==> src/rtl/core/cfb_pkg.sv <==
// Package: types and constants of the command frame builder.
package cfb_pkg;

    localparam int MaxDataBytesDef = 8;
    localparam int ByteW           = 8;
    localparam int IdxW            = 4;
    localparam int CountW          = 4;
    localparam int CrcW            = 16;

    localparam logic [CrcW-1:0] CrcInit = 16'hFFFF;
    localparam logic [CrcW-1:0] CrcPoly = 16'hA001;

    typedef enum logic {
        SEQ_IDLE,
        SEQ_RUN
    } t_seq_state;

    // Control from the sequencer to the shared CRC unit
    typedef struct packed {
        logic             init;
        logic             update;
        logic [ByteW-1:0] data;
    } t_crc_ctrl;

endpackage

==> src/rtl/core/cfb_crc_unit.sv <==
// Shared CRC-16 unit: folds one frame byte per cycle into the running CRC while update is set.
module cfb_crc_unit (
    input  logic                        i_clk,
    input  logic                        i_rst_n,
    input  cfb_pkg::t_crc_ctrl          i_ctrl,
    output logic [cfb_pkg::CrcW-1:0]    o_crc
);

    logic [cfb_pkg::CrcW-1:0] r_crc;
    logic [cfb_pkg::CrcW-1:0] n_crc;

    // Shift the byte in LSB first, eight reflected polynomial steps
    always_comb begin
        logic [cfb_pkg::CrcW-1:0] v;
        v = r_crc ^ {8'h00, i_ctrl.data};
        for (int k = 0; k < cfb_pkg::ByteW; k++) begin
            if (v[0]) begin
                v = (v >> 1) ^ cfb_pkg::CrcPoly;
            end else begin
                v = v >> 1;
            end
        end
        n_crc = v;
    end

    // Load the seed at frame start, advance on each covered byte
    always_ff @(posedge i_clk) begin
        if (!i_rst_n) begin
            r_crc <= cfb_pkg::CrcInit;
        end else if (i_ctrl.init) begin
            r_crc <= cfb_pkg::CrcInit;
        end else if (i_ctrl.update) begin
            r_crc <= n_crc;
        end
    end

    assign o_crc = r_crc;

endmodule

==> src/rtl/core/cfb_seq.sv <==
// Frame sequencer: latches a request, picks each frame byte, drives the output register.
module cfb_seq #(
    parameter int MAX_DATA_BYTES = cfb_pkg::MaxDataBytesDef
) (
    input  logic                           i_clk,
    input  logic                           i_rst_n,
    input  logic                           i_valid,
    output logic                           o_stall,
    input  logic [7:0]                     i_packet_type,
    input  logic                           i_use_device_addr,
    input  logic [6:0]                     i_device_addr,
    input  logic [15:0]                    i_reg_addr,
    input  logic [8*MAX_DATA_BYTES-1:0]    i_payload,
    input  logic [cfb_pkg::CountW-1:0]     i_byte_count,
    output logic                           o_valid,
    input  logic                           i_stall,
    output logic [cfb_pkg::ByteW-1:0]      o_frame_byte,
    output logic [cfb_pkg::IdxW-1:0]       o_byte_index,
    output logic                           o_last_byte,
    output cfb_pkg::t_crc_ctrl             o_crc_ctrl,
    input  logic [cfb_pkg::CrcW-1:0]       i_crc
);

    localparam int PayW = 8 * MAX_DATA_BYTES;

    cfb_pkg::t_seq_state r_state;
    cfb_pkg::t_seq_state n_state;

    logic [cfb_pkg::IdxW-1:0]  r_pos;
    logic [cfb_pkg::IdxW-1:0]  r_crc_pos;
    logic                      r_use_dev;
    logic [7:0]                r_type;
    logic [6:0]                r_dev;
    logic [15:0]               r_reg;
    logic [PayW-1:0]           r_payload;

    logic                      r_out_valid;
    logic [cfb_pkg::ByteW-1:0] r_frame_byte;
    logic [cfb_pkg::IdxW-1:0]  r_byte_index;
    logic                      r_last_byte;

    logic                      accept;
    logic                      count_ok;
    logic                      load;
    logic                      is_data;
    logic                      is_last;
    logic [cfb_pkg::IdxW-1:0]  hdr_len;
    logic [cfb_pkg::ByteW-1:0] sel_byte;

    assign count_ok = (i_byte_count != '0) &&
                      (i_byte_count <= cfb_pkg::CountW'(MAX_DATA_BYTES));
    assign hdr_len  = r_use_dev ? cfb_pkg::IdxW'(4) : cfb_pkg::IdxW'(3);

    // Next state
    always_comb begin
        n_state = r_state;
        unique case (r_state)
            cfb_pkg::SEQ_IDLE: begin
                if (i_valid && count_ok) begin
                    n_state = cfb_pkg::SEQ_RUN;
                end
            end
            cfb_pkg::SEQ_RUN: begin
                if (load && is_last) begin
                    n_state = cfb_pkg::SEQ_IDLE;
                end
            end
            default: n_state = cfb_pkg::SEQ_IDLE;
        endcase
    end

    // Handshake and load strobes
    always_comb begin
        o_stall = (r_state != cfb_pkg::SEQ_IDLE);
        accept  = i_valid && (r_state == cfb_pkg::SEQ_IDLE);
        load    = (r_state == cfb_pkg::SEQ_RUN) && (!r_out_valid || !i_stall);
        is_data = (r_pos < r_crc_pos);
        is_last = (r_pos == r_crc_pos + cfb_pkg::IdxW'(1));
    end

    // Pick the byte for the current frame position
    always_comb begin
        priority if (r_pos == '0) begin
            sel_byte = r_type;
        end else if (r_use_dev && r_pos == cfb_pkg::IdxW'(1)) begin
            sel_byte = {1'b0, r_dev};
        end else if (r_pos == hdr_len - cfb_pkg::IdxW'(2)) begin
            sel_byte = r_reg[15:8];
        end else if (r_pos == hdr_len - cfb_pkg::IdxW'(1)) begin
            sel_byte = r_reg[7:0];
        end else if (is_data) begin
            sel_byte = r_payload[7:0];
        end else if (r_pos == r_crc_pos) begin
            sel_byte = i_crc[7:0];
        end else begin
            sel_byte = i_crc[15:8];
        end
    end

    // CRC unit control
    always_comb begin
        o_crc_ctrl.init   = accept;
        o_crc_ctrl.update = load && is_data;
        o_crc_ctrl.data   = sel_byte;
    end

    // Control registers
    always_ff @(posedge i_clk) begin
        if (!i_rst_n) begin
            r_state     <= cfb_pkg::SEQ_IDLE;
            r_out_valid <= 1'b0;
        end else begin
            r_state <= n_state;
            if (load) begin
                r_out_valid <= 1'b1;
            end else if (!i_stall) begin
                r_out_valid <= 1'b0;
            end
        end
    end

    // Latch the request, advance position and payload
    always_ff @(posedge i_clk) begin
        if (accept) begin
            r_pos     <= '0;
            r_use_dev <= i_use_device_addr;
            r_type    <= i_packet_type;
            r_dev     <= i_device_addr;
            r_reg     <= i_reg_addr;
            r_payload <= i_payload;
            r_crc_pos <= (i_use_device_addr ? cfb_pkg::IdxW'(4) : cfb_pkg::IdxW'(3))
                         + cfb_pkg::IdxW'(i_byte_count);
        end else if (load) begin
            r_pos <= r_pos + cfb_pkg::IdxW'(1);
            if (is_data && r_pos >= hdr_len) begin
                r_payload <= r_payload >> 8;
            end
        end
    end

    // Output register: hold while stalled
    always_ff @(posedge i_clk) begin
        if (load) begin
            r_frame_byte <= sel_byte;
            r_byte_index <= r_pos;
            r_last_byte  <= is_last;
        end
    end

    assign o_valid      = r_out_valid;
    assign o_frame_byte = r_frame_byte;
    assign o_byte_index = r_byte_index;
    assign o_last_byte  = r_last_byte;

endmodule

==> src/rtl/core/command_frame_builder_crc16.sv <==
// Top level of the command frame builder with CRC-16.
// Takes one command request and emits its frame one byte per transaction: packet type,
// optional device address, register address high then low, the data bytes, then the
// CRC-16 (reflected 0xA001, seed 0xFFFF) low byte then high byte. A frame is 6 to 14
// bytes, and the block produces one byte per cycle while the output is not stalled. The
// single shared CRC unit folds in one header or data byte per cycle as each is loaded.
// The input is stalled until the last byte of a frame is loaded into the output
// register. A request whose byte count is 0 or above MAX_DATA_BYTES is taken and
// dropped without output.
module command_frame_builder_crc16 #(
    parameter int MAX_DATA_BYTES = cfb_pkg::MaxDataBytesDef
) (
    input  logic                           i_clk,
    input  logic                           i_rst_n,
    input  logic                           i_valid,
    output logic                           o_stall,
    input  logic [7:0]                     i_packet_type,
    input  logic                           i_use_device_addr,
    input  logic [6:0]                     i_device_addr,
    input  logic [15:0]                    i_reg_addr,
    input  logic [8*MAX_DATA_BYTES-1:0]    i_payload,
    input  logic [3:0]                     i_byte_count,
    output logic                           o_valid,
    input  logic                           i_stall,
    output logic [7:0]                     o_frame_byte,
    output logic [3:0]                     o_byte_index,
    output logic                           o_last_byte
);

    cfb_pkg::t_crc_ctrl       crc_ctrl;
    logic [cfb_pkg::CrcW-1:0] crc;

    // Sequencer and output register
    cfb_seq #(
        .MAX_DATA_BYTES (MAX_DATA_BYTES)
    ) u_seq (
        .i_clk             (i_clk),
        .i_rst_n           (i_rst_n),
        .i_valid           (i_valid),
        .o_stall           (o_stall),
        .i_packet_type     (i_packet_type),
        .i_use_device_addr (i_use_device_addr),
        .i_device_addr     (i_device_addr),
        .i_reg_addr        (i_reg_addr),
        .i_payload         (i_payload),
        .i_byte_count      (i_byte_count),
        .o_valid           (o_valid),
        .i_stall           (i_stall),
        .o_frame_byte      (o_frame_byte),
        .o_byte_index      (o_byte_index),
        .o_last_byte       (o_last_byte),
        .o_crc_ctrl        (crc_ctrl),
        .i_crc             (crc)
    );

    // Shared CRC unit
    cfb_crc_unit u_crc (
        .i_clk   (i_clk),
        .i_rst_n (i_rst_n),
        .i_ctrl  (crc_ctrl),
        .o_crc   (crc)
    );

endmodule

==> config.mk <==
export PLATFORM = sky130hd
export DESIGN_NAME = command_frame_builder_crc16
export DESIGN_NICKNAME = d
export VERILOG_FILES = /design/src/rtl/core/cfb_pkg.sv /design/src/rtl/core/cfb_crc_unit.sv /design/src/rtl/core/cfb_seq.sv /design/src/rtl/core/command_frame_builder_crc16.sv
export SDC_FILE = /design/constraint.sdc
export NUM_CORES = 1
export LEC_CHECK = 0
export ABC_AREA = 1
export BUFFER_PORTS_ARGS = -buffer_cell sky130_fd_sc_hd__buf_4
export CAP_MARGIN = 20
export CELL_PAD_IN_SITES_DETAIL_PLACEMENT = 2
export CELL_PAD_IN_SITES_GLOBAL_PLACEMENT = 2
export CORE_ASPECT_RATIO = 0.8
export CORE_MARGIN = 4
export CORE_UTILIZATION = 34
export DETAILED_ROUTE_END_ITERATION = 7
export GPL_TIMING_DRIVEN = 0
export PLACE_DENSITY_LB_ADDON = 0.15
export REMOVE_ABC_BUFFERS = 1
export SYNTH_ARGS = -nofsm -noshare
export SYNTH_HDL_FRONTEND = slang
export SYNTH_SLANG_ARGS = --single-unit
==> constraint.sdc <==
create_clock -name i_clk -period 9.8 [get_ports i_clk]
set_clock_uncertainty 0.05 [all_clocks]
set_input_delay 0.98 -clock i_clk [delete_from_list [all_inputs] [get_ports i_clk]]
set_output_delay 0.98 -clock i_clk [all_outputs]
set_load 0.01 [all_outputs]
==> qor.log <==
qor: worst_setup_path.worst-r2r-cell-count 20
qor: detailed_routing.route.antenna.remaining_nets 0
qor: cells_and_area.synthToLayoutAreaGrowth 27.36%
qor: worst_setup_path.critical_path.reg2reg.startpoint u_seq.r_pos[1]
qor: yosys.ys.warnings.count 0
qor: pwr.internal_power 0.001222 W
qor: pwr.sw_frac_of_total 30.13%
qor: floorplan.floorplan.die_area 21260 µm²
qor: cts.ctsRootBufferMaster sky130_fd_sc_hd__clkbuf_16
qor: sta.grt_setup_unrepaired no
qor: cts.clkLatencyLatePin 0.42 ns
qor: cts.post_cts_setup_buffers 0
qor: detailed_routing.vias_per_cell 4.779
qor: global_route.grt_usage 17.95%
qor: sta.worst-slew-pin-transition 0.8948 ns
qor: sta.hold_violation_total_from_the_final_report 0
qor: worst_setup_path.cp.required 10.02 ns
qor: sta.fmaxAchievable 0.2949 GHz
qor: pwr.clockPowerShare 36.9%
qor: yosys.post_synth_edffs 113
qor: worst_setup_path.cp_max_stage_delay 0.75 ns
qor: worst_hold_path.timing.hold.worst_endpoint u_crc.o_crc[12]
qor: cells_and_area.finished_cell_area 8219 µm²
qor: cells_and_area.sequential_cell_area 3834 µm²
qor: cts.post_cts_hold_buffer_count 0
qor: pwr.combinationalPowerShare 22.0%
qor: global_route.maximum_number_of_pins_on_one_net_before_global_route_repair 81
qor: worst_hold_path.hp-start u_crc.o_crc[12]
qor: detailed_routing.wl_per_instance 17.52 µm
qor: global_route.antenna_found_initial 0
qor: worst_setup_path.worstPathMaxFanout 70
qor: floorplan.placementRows 44
qor: yosys.synth-seq-area-share 59.40%
qor: pwr.seqPwrFrac 41.1%
qor: floorplan.top_level_ports 119
qor: detailed_routing.drt_drc_violations_left 0
qor: sta.timing.final.max_slew_violations 0
qor: pwr.power_per_cell_area 212.7 nW/µm²
qor: yosys.synthMostInstantiatedCell sky130_fd_sc_hd__nand2_1
qor: sta.final_setup_violating_endpoints 0
qor: floorplan.core_footprint 18390 µm²
qor: sta.finalCritPeriodShare 34.60%
qor: yosys.ys.flop_type sky130_fd_sc_hd__edfxtp_1
qor: sta.setup_total_negative_slack 0 ns
qor: status.run_status finished clean
qor: global_route.grt_remaining_overflow 0
qor: detailed_routing.drt_iter0_drc 245
qor: cts.path_clk_slew 0.06 ns
qor: floorplan.starting_density_of_the_core 35.10%
qor: worst_setup_path.worst_r2r_endpoint u_crc.o_crc[0]
qor: placed_design.dpl_cell_area 7634 µm²
qor: worst_setup_path.endpoint_kind flip-flop
qor: yosys.synth.top_cells.by_area sky130_fd_sc_hd__edfxtp_1 (53%), sky130_fd_sc_hd__nand2_1 (17%), sky130_fd_sc_hd__dfxtp_1 (6.8%)
qor: pwr.p_leak 3.807 nW
qor: sta.timing.max_slew.rel_slack 40.13%
qor: worst_setup_path.worst_ep_arrival_time 3.61 ns
qor: pwr.ir_drop 0.08159 mV
qor: cts.cts.repair.resized 0
qor: worst_setup_path.timing.setup.critical_path_class in -> reg
qor: detailed_routing.routed_wirelength 18.85 mm
qor: placed_design.placement.setup.worst_slack 5.981 ns
qor: global_route.grt_pass1_wl 30.10 mm
qor: detailed_routing.dr_total_vias 5142
qor: worst_hold_path.timing.hold.worst_path_depth 2
qor: cells_and_area.final_nets 930
qor: yosys.synth-async-reset-ratio 0%
qor: cells_and_area.largest_reg_flops 64
qor: cts.ctsLongestPathBuffers 2
qor: yosys.synthDominantAreaCellType sky130_fd_sc_hd__edfxtp_1
qor: yosys.synthDistinctLibCells 41
qor: sta.finalHoldWorstSlack 0.4290 ns
qor: cells_and_area.antenna-diode-count 0
qor: floorplan.die-height 131.2 µm
qor: yosys.synth_top_cell_area_share 52.58%
qor: yosys.yosys-top-cells-count sky130_fd_sc_hd__nand2_1 (285), sky130_fd_sc_hd__edfxtp_1 (113), sky130_fd_sc_hd__inv_1 (63)
qor: run.max_cap_viol_count 0
qor: yosys.syn_area_per_cell 9.340 µm²
qor: floorplan.die_outline_width 162.0 µm
qor: cts.htreeDepth 4
qor: placed_design.hpwl 13.46 mm
qor: sta.final_period_minus_worst_setup_slack 3.391 ns
qor: placed_design.gp_routability_congestion 0.7856
qor: cells_and_area.multiInputGateArea 2267 µm²
qor: yosys.synthesis.instances 691
qor: pwr.p_total 0.001748 W
qor: cells_and_area.filler_cell_count 2016
qor: sta.final.setup.worst_slack 6.409 ns
qor: yosys.syn-cell-area 6454 µm²
qor: worst_setup_path.critical_path.cell_chain buf_4, nand2_4, inv_4, nor2_1, clkinv_1, a21oi_1, o21ai_0
qor: worst_setup_path.worst_setup_path_start_kind input pin
qor: global_route.number_of_global_route_vias_before_repair 5696
qor: detailed_routing.drt-pass1-iter-count 4
qor: worst_setup_path.critical_path.slowest_cell sky130_fd_sc_hd__nor2_1
qor: cells_and_area.layout-drive-gt1-share 22.48%
qor: worst_setup_path.regToRegSetupSlack 6.41 ns
qor: cts.cts_tree yes
qor: yosys.postSynthRegisterBits 135
qor: placed_design.numPortBuffers 118
qor: pwr.power.switching 0.0005267 W
qor: worst_hold_path.min-delay-path-class reg -> reg
qor: cts.clock_sinks 135
qor: cts.cts_buffers 17
-- logic make-up (layout without fill, tap and decap cells) --
| group | count (synthesis) | in the layout | synth area share [%] |
|---|---|---|---|
| AOI/OAI and AO/OA | 68 | 68 | 6.068 |
| xor gates and xnor gates | 6 | 6 | 0.8144 |
| adders and majority gates | 15 | 15 | 3.024 |
| buffers and inverters | 88 | 220 | 5.758 |
| DFF | 135 | 135 | 59.40 |
| and+or+nand+nor | 379 | 379 | 24.93 |
-- per-layer routing --
metal  vias up  share of wire, %  global-route usage (%)
met5         -                 0                       0
met4         0              0.95                   4.650
met3        13               4.4                   4.446
met2       100                50                   30.48
li1       2500                 -                       -
met1      2529                45                   23.04
-- critical path: cells and delay by family --
family | cells | cell delay, ns
buf+inv | 3 | 0.93
compound gates | 2 | 0.35
simple gates | 2 | 1.31
-- stage by stage --
step	std cells	utilization (%)
floorplan	670	-
global placement	1041	40.99
detailed placement	1045	41.51
CTS	1076	44.70
global route	1076	44.70
finish	1076	44.70
-- cell type report --
type                            instances  share of cell area (%)
Clock buffer                           17                   5.176
Timing Repair Buffer                  122                   11.69
Tap cell                              253                   3.851
Clock inverter                         14                   1.949
Sequential cell                       135                   46.64
Inverter                               67                   3.105
Multi-Input combinational cell        468                   27.58
-- power by group through the flow --
| stage | Combinational [W] | Sequential (W) | Clock, W |
|---|---|---|---|
| 2_1_floorplan | 0.000239 | 0.000728 | 0 |
| 3_3_place_gp | 0.000355 | 0.000736 | 0 |
| 3_5_place_dp | 0.000383 | 0.000729 | 0 |
| 4_1_cts | 0.000392 | 0.000719 | 0.000657 |
| 5_1_grt | 0.000436 | 0.000723 | 0.000683 |
| 6_report | 0.000385 | 0.000718 | 0.000646 |
-- cell usage in the layout, fill, tap and decap left out, drive strengths merged --
master    instances
dfxtp            22
bufinv            3
clkbuf           17
nor3              1
nand2           302
xor2              3
clkinv           12
ha               14
a21oi            22
o221ai            2
nor4              1
nor2             25
xnor2             3
fa                1
edfxtp          113
o21ai            34
inv              65
o211a             1
or3               1
nand3b            2
clkinvlp          1
buf             122
or2               4
nand3            43
o211ai            8
o21bai            1
-- worst max-delay path by stage --
| stage | start | to | slack, ns |
|---|---|---|---|
| CTS | u_seq.r_pos[0] | u_crc.o_crc[0] | 6.38 |
| floorplan | i_stall | u_seq.r_payload[0] | 2.45 |
| detailed placement | i_valid | u_crc.o_crc[9] | 5.98 |
| global placement | i_stall | u_seq.r_payload[62] | -0.94 |
| finish | i_valid | u_crc.o_crc[10] | 6.41 |
| global route | i_valid | u_crc.o_crc[9] | 6.02 |
Power figures use the tool's default switching activity.
